==> config.mk <==
export PLATFORM = sky130hd
export DESIGN_NAME = kprs_front
export DESIGN_NICKNAME = d
export VERILOG_FILES = /design/src/hdl/kprs_pkg.sv /design/src/hdl/kprs_front.sv
export SDC_FILE = /design/constraint.sdc
export NUM_CORES = 1
export LEC_CHECK = 0
export BUFFER_PORTS_ARGS = -buffer_cell sky130_fd_sc_hd__buf_2
export CORE_UTILIZATION = 33
export DETAILED_ROUTE_END_ITERATION = 6
export PLACE_DENSITY_LB_ADDON = 0.05
export REMOVE_ABC_BUFFERS = 1
export SYNTH_ARGS = -nofsm -noshare
export SYNTH_HDL_FRONTEND = slang
export SYNTH_SLANG_ARGS = --single-unit
==> constraint.sdc <==
create_clock -name clk -period 2.7 [get_ports clk]
set_clock_uncertainty 0.05 [all_clocks]
set_input_delay 0.405 -clock clk [delete_from_list [all_inputs] [get_ports clk]]
set_output_delay 0.405 -clock clk [all_outputs]
set_load 0.02 [all_outputs]
==> src/hdl/kprs_pkg.sv <==
// Package for the key/payload record sorter: sizes, channel beat types and
// the queue entry passed from the front end to the sort array. No dependencies.
package kprs_pkg;

	// Sort array capacity and the payload bits kept per record
	localparam int MAX_RECORDS   = 64;
	localparam int PAYLOAD_WIDTH = 32;
	localparam int KEY_W         = 32;
	localparam int PORT_PAY_W    = 32;
	localparam int PAY_W         = (PAYLOAD_WIDTH < PORT_PAY_W) ? PAYLOAD_WIDTH : PORT_PAY_W;
	localparam int CNT_W         = $clog2(MAX_RECORDS + 1);

	// Decoupling queue between front end and sort array
	localparam int QUEUE_DEPTH = 4;
	localparam int QPTR_W      = $clog2(QUEUE_DEPTH);

	typedef struct packed {
		logic [KEY_W-1:0]      record_key;
		logic [PORT_PAY_W-1:0] record_payload;
		logic                  last_item;
	} record_t;

	typedef struct packed {
		logic [KEY_W-1:0]      sorted_key;
		logic [PORT_PAY_W-1:0] sorted_payload;
		logic                  last_out;
		logic                  records_dropped;
	} result_t;

	// Classified record: store it or discard it, and whether it closes the set
	typedef struct packed {
		logic [KEY_W-1:0] key;
		logic [PAY_W-1:0] payload;
		logic             store;
		logic             last;
		logic             dropped;
	} qent_t;

endpackage

==> src/hdl/kprs_front.sv <==
// Front end: accepts record beats, decides store or discard against capacity,
// and pushes the classified record into the queue. Depends on kprs_pkg.
module kprs_front
	import kprs_pkg::*;
(
	input  logic    clk,
	input  logic    arst_n,
	input  logic    record_valid,
	output logic    record_stall,
	input  record_t record,
	output logic    push,
	output qent_t   push_data,
	input  logic    queue_full
);

	logic [CNT_W-1:0] count_q;
	logic             overflow_q;
	logic             room;

	assign record_stall = queue_full;
	assign push         = record_valid && !queue_full;
	assign room         = (count_q < CNT_W'(MAX_RECORDS));

	// Classify the incoming record
	always_comb begin
		push_data.key     = record.record_key;
		push_data.payload = record.record_payload[PAY_W-1:0];
		push_data.store   = room;
		push_data.last    = record.last_item;
		push_data.dropped = overflow_q || !room;
	end

	// Track set fill level; clear on the closing beat
	always_ff @(posedge clk or negedge arst_n) begin
		if (!arst_n) begin
			count_q    <= '0;
			overflow_q <= 1'b0;
		end else if (push) begin
			if (record.last_item) begin
				count_q    <= '0;
				overflow_q <= 1'b0;
			end else if (room) begin
				count_q <= count_q + 1'b1;
			end else begin
				overflow_q <= 1'b1;
			end
		end
	end

	a_count_bound: assert property (@(posedge clk) disable iff (!arst_n)
		count_q <= CNT_W'(MAX_RECORDS)) else $error("set count beyond capacity");
	a_overflow_full: assert property (@(posedge clk) disable iff (!arst_n)
		overflow_q |-> !room) else $error("overflow flagged with room left");
	a_clear_on_last: assert property (@(posedge clk) disable iff (!arst_n)
		push && record.last_item |=> count_q == '0 && !overflow_q)
		else $error("set state not cleared after closing beat");

endmodule

==> metrics.csv <==
metric;value;unit
status;finished with violations;
failing checks;DRC;
Hold Crit Depth;2;
DRT antenna net count;0;
Vias per Instance;6.55;
CP startpoint;count_q[6]$_DFFE_PN0P_;
# diodes;0;
DR vias;583;
RSZ-0062 raised after global routing;false;
port bufs;9;
Setup TNS Final;0;ns
Iter 0 DRT Violations;58;
Worst Setup End Kind;output port;
Final Util;20.4;%
Post-synth ARST share;100;%
Cell Area, Synth;986;um2
CTS tree;built;
simple-gate share of the synthesized area;14.2;%
worst vdd ir;0.000152;V
Die X;56.7;um
Final #Nets;130;
Residual DRC;21;
met1 GRT Util;13.7;%
reg2reg path depth;3;
most frequent cell after synthesis;buf_4;
gpl congestion;1.11;
final hold violations;0;
synthesized area per cell;8.57;um2
Worst Path Max Fanout;9;
met2 usage;61.9;%
GR Util All Layers;37.7;%
fmax;591;MHz
chip height;56.7;um
Critical R2R Launch;count_q[6]$_DFFE_PN0P_;
Yosys top cell area share;51.0;%
CTS sink cnt;8;
post-synthesis adder-cell area fraction;1.27;%
largest cells by area after synthesis;buf_4 (51%), dfrtp_1 (20%), nand4b_4 (2.4%), buf_6 (2.3%), a221o_1 (2.0%);
Max-Cap Viols;0;
CP arrival;1.24;ns
Hold Crit Start;record[0];
Leak;0.000263;uW
Cell Pwr Density;632;mW/mm2
Mapped Cells;115;
XOR/XNOR Fraction of Synth Area;0;%
H-tree Lvls;1;
largest family of logic cells by synthesized area;buffers and inverters;
row cnt;19;
Ys Warns;0;
Routed WL;5.90;mm
detailed placement HPWL;5.45;mm
FF+latch count, synth;8;
layout cell share with drive strength beyond 1;27.6;%
setup bufs post-CTS;0;
final instance area;573;um2
first-pass GRT wire length;7.29;mm
fin crit period;1.69;ns
top post-synthesis cells by count;buf_4 (67), dfrtp_1 (8), nand2_1 (4);
Least-Margin Pin Slew;0.365;ns
met3 Use GR;50.5;%
post-DR wirelength/cell;66.3;um
Num CTS Buffers;3;
busiest grt layer;met2;
largest net degree at the start of global routing;14;
initial antenna violation count;0;
global route overflow;0;
vias in the first global route;558;
Slew HR;75.6;%
Synth Area in Compound Gates;8.38;%
worst skew pair latency;0.27;ns
Initial Util;35.1;%
Synth area leader;buf_4;
Max Slew Vio Count;0;
post-synthesis mux area share;1.02;%
final period utilization;62.7;%
CP Launch Type;flop;
sequential area share after synthesis;20.3;%
crit path kind;reg2out;
placed inst area;541;um2
Post-synth EDFFs;0;
WP data required;2.25;ns
Layout area overhead;-41.9;%
Hold WC Path Type;in2reg;
Initial DRT Pass Iterations;6;
reg2reg end;count_q[5]$_DFFE_PN0P_;
die area;0.00321;mm2
Clk pin slew, worst setup/hold paths;0.07;ns
# IOs;138;
CTS max path bufs;2;
FF-to-FF setup slack;1.29;ns
clk root buf;clkbuf_4;
Distinct cells, synth;28;
Final setup violation count;0;
Main synth FF type;dfrtp_1;
Hold EP;overflow_q$_DFFE_PN0P_;
core box area;0.00281;mm2
==> report_power, final <==
group	internal [uW]	leakage [uW]	total [uW]	switching, uW
clock	51.5	0.0000138	105	53.6
sequential	141	0.0000973	175	34.2
combinational	38.0	0.000152	81.7	43.6
==> how the worst max path moves through the flow <==
stage	end	slack (ns)	depth (start not counted)
2_1_floorplan	count_q[5]$_DFFE_PN0P_	1.43	3
3_3_place_gp	push	1.26	4
3_5_place_dp	push	1.25	4
4_1_cts	push_data[0]	1.01	2
5_1_grt	push_data[0]	0.97	2
6_report	push_data[0]	1.01	2
==> layer usage <==
layer,wire length [um],vias to the layer above
li1,-,198
met1,912,243
met2,2920,112
met3,1490,28
met4,525,2
met5,51,-
==> metrics by stage <==
step                      hold slack [ns]  total power [uW]  worst slack [ns]  std cells
after global routing                0.484               384             0.966         89
after floorplan                    0.0594               221              1.43         45
after global placement              0.233               258              1.26         85
after CTS                           0.466               365              1.01         89
after detailed placement            0.223               257              1.25         85
final                               0.463               362              1.01         89
==> cells by family (layout without fill, tap and decap cells) <==
family / after synthesis / in the layout
flops: 8 / 8
buf+inv: 73 / 16
compound gates: 12 / 12
simple gates: 20 / 20
fa+ha+maj: 1 / 1
mux: 1 / 1
==> cell type report <==
cell class	instances	area, um2
clock buffer	3	22.5
fill	318	2230
inverter	3	11.3
multi-input combinational	34	245
sequential	8	200
tap	31	38.8
timing repair buffer	10	55.1
==> cells in the final DEF, fill, tap and decap left out, types with 2 or more instances in the layout <==
cell type / n
buf_2: 9
inv_1: 2
nand3_1: 2
a221o_1: 2
nor2_1: 2
nor2b_1: 3
dfrtp_1: 8
clkbuf_4: 3
o21ai_0: 2
nor4_1: 2
a21oi_1: 3
nand2_1: 4
==> critical path, stage by stage, from the launching register on <==
cell	delay [ns]
dfrtp_1	0.48
or2_2	0.33
buf_2	0.16
==> sequential cells by signal, indices dropped and copies added (netlist names) <==
| register | count |
|---|---|
| count_q | 7 |
| overflow_q | 1 |
==> repair_timing <==
action	in CTS	in global routing
endpoints found under the hold margin	8	0
hold buffers	1	0
setup endpoints to repair	0	0
gates resized for setup	0	0
Note: power is estimated with default switching activity, not from simulation.
