`config.mk`:
```
export PLATFORM = sky130hd
export DESIGN_NAME = kprs_fifo
export DESIGN_NICKNAME = d
export VERILOG_FILES = /design/src/hdl/kprs_pkg.sv /design/src/hdl/kprs_fifo.sv
export SDC_FILE = /design/constraint.sdc
export NUM_CORES = 1
export LEC_CHECK = 0
export ABC_AREA = 1
export BUFFER_PORTS_ARGS = -buffer_cell sky130_fd_sc_hd__buf_4
export CAP_MARGIN = 0
export CORE_MARGIN = 2
export CORE_UTILIZATION = 40
export DETAILED_ROUTE_END_ITERATION = 10
export GPL_TIMING_DRIVEN = 0
export HOLD_SLACK_MARGIN = 0.02
export PLACE_DENSITY = 0.58
export SYNTH_ARGS = -nofsm -noshare
export SYNTH_HDL_FRONTEND = slang
export SYNTH_SLANG_ARGS = --single-unit
```
`constraint.sdc`:
```
create_clock -name clk -period 6.6 [get_ports clk]
set_input_delay 1.98 -clock clk [delete_from_list [all_inputs] [get_ports clk]]
set_output_delay 1.98 -clock clk [all_outputs]
set_load 0.01 [all_outputs]
```
`src/hdl/kprs_pkg.sv`:
```
// Package for the key/payload record sorter: sizes, channel beat types and
// the queue entry passed from the front end to the sort array. No dependencies.
package kprs_pkg;

	// Sort array capacity and the payload bits kept per record
	localparam int MAX_RECORDS   = 64;
	localparam int PAYLOAD_WIDTH = 32;
	localparam int KEY_W         = 32;
	localparam int PORT_PAY_W    = 32;
	localparam int PAY_W         = (PAYLOAD_WIDTH < PORT_PAY_W) ? PAYLOAD_WIDTH : PORT_PAY_W;
	localparam int CNT_W         = $clog2(MAX_RECORDS + 1);

	// Decoupling queue between front end and sort array
	localparam int QUEUE_DEPTH = 4;
	localparam int QPTR_W      = $clog2(QUEUE_DEPTH);

	typedef struct packed {
		logic [KEY_W-1:0]      record_key;
		logic [PORT_PAY_W-1:0] record_payload;
		logic                  last_item;
	} record_t;

	typedef struct packed {
		logic [KEY_W-1:0]      sorted_key;
		logic [PORT_PAY_W-1:0] sorted_payload;
		logic                  last_out;
		logic                  records_dropped;
	} result_t;

	// Classified record: store it or discard it, and whether it closes the set
	typedef struct packed {
		logic [KEY_W-1:0] key;
		logic [PAY_W-1:0] payload;
		logic             store;
		logic             last;
		logic             dropped;
	} qent_t;

endpackage

```
`src/hdl/kprs_fifo.sv`:
```
// Small register queue of classified records between front end and sort array.
// Depends on kprs_pkg for the entry type and depth.
module kprs_fifo
	import kprs_pkg::*;
(
	input  logic  clk,
	input  logic  arst_n,
	input  logic  push,
	input  qent_t push_data,
	output logic  full,
	input  logic  pop,
	output qent_t pop_data,
	output logic  empty
);

	qent_t             mem_q [QUEUE_DEPTH];
	logic [QPTR_W:0]   wr_ptr_q;
	logic [QPTR_W:0]   rd_ptr_q;

	assign empty    = (wr_ptr_q == rd_ptr_q);
	assign full     = (wr_ptr_q[QPTR_W] != rd_ptr_q[QPTR_W]) &&
	                  (wr_ptr_q[QPTR_W-1:0] == rd_ptr_q[QPTR_W-1:0]);
	assign pop_data = mem_q[rd_ptr_q[QPTR_W-1:0]];

	// Advance pointers
	always_ff @(posedge clk or negedge arst_n) begin
		if (!arst_n) begin
			wr_ptr_q <= '0;
			rd_ptr_q <= '0;
		end else begin
			if (push) wr_ptr_q <= wr_ptr_q + 1'b1;
			if (pop)  rd_ptr_q <= rd_ptr_q + 1'b1;
		end
	end

	// Write entry storage
	always_ff @(posedge clk) begin
		if (push) mem_q[wr_ptr_q[QPTR_W-1:0]] <= push_data;
	end

	a_no_overrun: assert property (@(posedge clk) disable iff (!arst_n)
		full |-> !push) else $error("queue written while full");
	a_no_underrun: assert property (@(posedge clk) disable iff (!arst_n)
		empty |-> !pop) else $error("queue read while empty");
	a_full_holds: assert property (@(posedge clk) disable iff (!arst_n)
		full && !pop |=> full) else $error("full queue lost an entry without a pop");

endmodule

```
==> flow_metrics.py <==
metrics = {
    "outcome": {
        "outcome": "finished clean",
    },
    "layout": {
        "n_antenna_cell": 0,
        "drive_gt1_share_pct": 31.5,
        "syn2layout_area_growth_pct": 21.9,
        "finalNetCount": 1073,
    },
    "clocking": {
        "clk_path_buf_depth": 3,
        "insertion_delay_ns": 0.53,
        "clk_pin_slew_ns": 0.05,
        "cts_max_level": 1,
        "cts_setup_buffers": 0,
        "clock-sinks": 274,
        "hold_buffers": 0,
        "cts_resized": 0,
        "cts_made_buffers": 29,
        "cts_tree": "done",
        "clock-root-buffer": "clkbuf_16",
    },
    "floorplanning": {
        "fp.dieH_um": 174,
        "dieWidth_um": 174,
        "start_util_pct": 40.5,
        "core_area_um2": 28500,
        "die_area_um2": 30300,
        "boundaryPins": 140,
        "rows": 62,
    },
    "setup_path": {
        "cp.arrival_ns": 1.88,
        "cp-start-kind": "register",
        "critPathKind": "reg2out",
        "critPathCaptureType": "output pin",
        "crit_required_ns": 4.62,
        "crit_fanout": 10,
    },
    "power_and_ir_drop": {
        "p_int_mw": 4.28,
        "p_comb_share_pct": 40.3,
        "power-per-cell-area_nw_per_um2": 464,
        "pwr-share-seq_pct": 36.2,
        "power.total_mw": 6.54,
        "ir_drop_uv": 266,
        "power.switching_mw": 2.26,
        "cellLeakagePower_nw": 5.71,
        "p_sw_share_pct": 34.6,
        "clkPwrFrac_pct": 23.5,
    },
    "place": {
        "pre_cts_ws_ns": 3.11,
        "io_buffers": 138,
        "dp_hpwl_um": 14700,
        "place.gp.congestion": 0.685,
    },
    "logic_synthesis": {
        "synth_async_sr_flop_share_pct": 2.19,
        "synth.area.mux_share_pct": 0,
        "synth-edff-count": 268,
        "synthAdderAreaFrac_pct": 0.541,
        "syn_nets": 900,
        "synth_area_leaders": "edfxtp_1 70%, o211ai_2 10%, nand2_1 6.9%, inv_1 4.6%, o211ai_1 2.7%",
        "synth_flop_cell": "edfxtp_1",
        "ys_types": 18,
        "avgSynthCellArea_um2": 14.0,
        "synth_top_family_by_area": "compound AO/OA/AOI/OAI gates",
        "synth_area_leader_cell": "edfxtp_1",
        "synth_compound_area_share_pct": 12.8,
        "synthTopCellsByCount": "268 x edfxtp_1, 212 x nand2_1, 142 x inv_1",
        "yosys.area_share.simple_pct": 6.95,
        "ys_seq_area_share_pct": 70.9,
        "synth_top_area_share_pct": 69.6,
        "syn_inst": 824,
        "synth_seq_cells": 274,
        "synthesis.area_um2": 11600,
        "synth_xor_area_share_pct": 0.455,
        "ys_warn_count": 0,
        "synth.most_common_cell": "edfxtp_1",
    },
    "grt": {
        "grt_pass1_wl_um": 36300,
        "grt_pass1_vias": 6405,
        "grt_max_degree": 53,
        "grt_usage_pct": 15.7,
        "overflow": 0,
        "antenna_found_initial": 0,
    },
    "route": {
        "ant_nets": 0,
        "vias": 6489,
        "via_per_inst": 4.63,
        "wire_per_inst_um": 17.3,
        "drc": 0,
        "wl_um": 24200,
        "firstDrtPassIters": 5,
        "drt_first_iter_violations": 347,
    },
    "sta": {
        "grt_setup_unrepaired": "no",
        "relSlewSlack_pct": 68.2,
        "min_period_ns": 3.86,
        "worst_hold_slack_ns": 0.494,
        "setup_tns_ns": 0,
        "finalSetupViolCount": 0,
        "hold_viol": 0,
        "fin_skew_ns": 0.00745,
        "worstMarginPinSlew_ns": 0.477,
        "setup_slack_ns": 2.74,
        "slew_violations": 0,
        "max_freq_mhz": 259,
        "fin_crit_sh_pct": 58.4,
    },
    "worst_hold_path": {
        "min_path_type": "reg2reg",
    },
    "job": {
        "cap_violations": 0,
    },
}
-- worst max-delay path, stage by stage (launching register included) --
cell and delay [ns]:
dfrtp_1 0.40, buf_6 0.15, inv_4 0.11, buf_2 0.33
o211ai_2 0.13, nand2_1 0.10, buf_4 0.13
-- path summary, 6_finish.rpt --
path | to | cells past startpoint | slack (ns) | startpoint
min in group asynchronous | wr_ptr_q[0] | 1 | 1.25 | arst_n
setup reg to reg | mem_q[0][28] | 5 | 4.81 | wr_ptr_q[1]
hold reg to reg | wr_ptr_q[2] | 1 | 0.49 | wr_ptr_q[2]
setup / recovery | pop_data[30] | 6 | 2.74 | rd_ptr_q[1]
max in group asynchronous | rd_ptr_q[1] | 1 | 5.23 | arst_n
hold / removal | wr_ptr_q[2] | 1 | 0.49 | wr_ptr_q[2]
-- kinds of logic (layout without fill, tap and decap cells) --
logic type | count (synthesis) | after routing
fa+ha+maj | 5 | 5
xor+xnor | 6 | 6
flops | 274 | 274
simple gates | 214 | 214
buf+inv | 189 | 382
compound gates | 136 | 136
-- power groups by stage --
| stage | registers (mW) | logic [mW] | clock network, mW |
|---|---|---|---|
| finish | 2.37 | 2.64 | 1.54 |
| global route | 2.39 | 2.89 | 1.64 |
| CTS | 2.37 | 2.71 | 1.57 |
| detailed placement | 2.40 | 2.71 | 0 |
| global placement | 2.43 | 2.64 | 0 |
| floorplan | 2.40 | 1.60 | 0 |
-- registers in the layout, summed over array words and instances, names as in the netlist --
| name | cells |
|---|---|
| wr_ptr_q | 3 |
| rd_ptr_q | 3 |
| mem_q | 268 |
-- layout make-up --
type                    count  area (µm²)
repair buffers            142        1150
clock buffers              35         748
clock inverters            16         148
fillers                  2520       14500
inverters                 143         549
well taps                 384         480
plain buffers              46         428
multi-input cells         361        2390
flip-flops and latches    274        8200
-- cell usage in the layout, fill, tap and decap left out, drive strengths merged --
cell and n:
nor2 2, dfrtp 6, xor2 3, ha 5
o21ai 2, nand2 212, buf 187, edfxtp 268
inv 143, o211ai 134, xnor2 3, clkinv 13
clkbuf 36, bufinv 3
-- stage by stage --
step	utilization, %	instances	area [µm²]
floorplan	-	824	11600
global placement	45.8	1346	13100
detailed placement	46.2	1350	13200
CTS	49.4	1401	14100
global route	49.4	1401	14100
finish	49.4	1401	14100
-- metal layers --
metal	part of all wire, %	vias up	global-route usage, %
met2	50	151	27.3
li1	-	3210	-
met3	5.0	28	3.11
met5	0	-	0
met4	1.8	0	3.71
met1	43	3100	20.2
(Power assumes the default switching activity.)
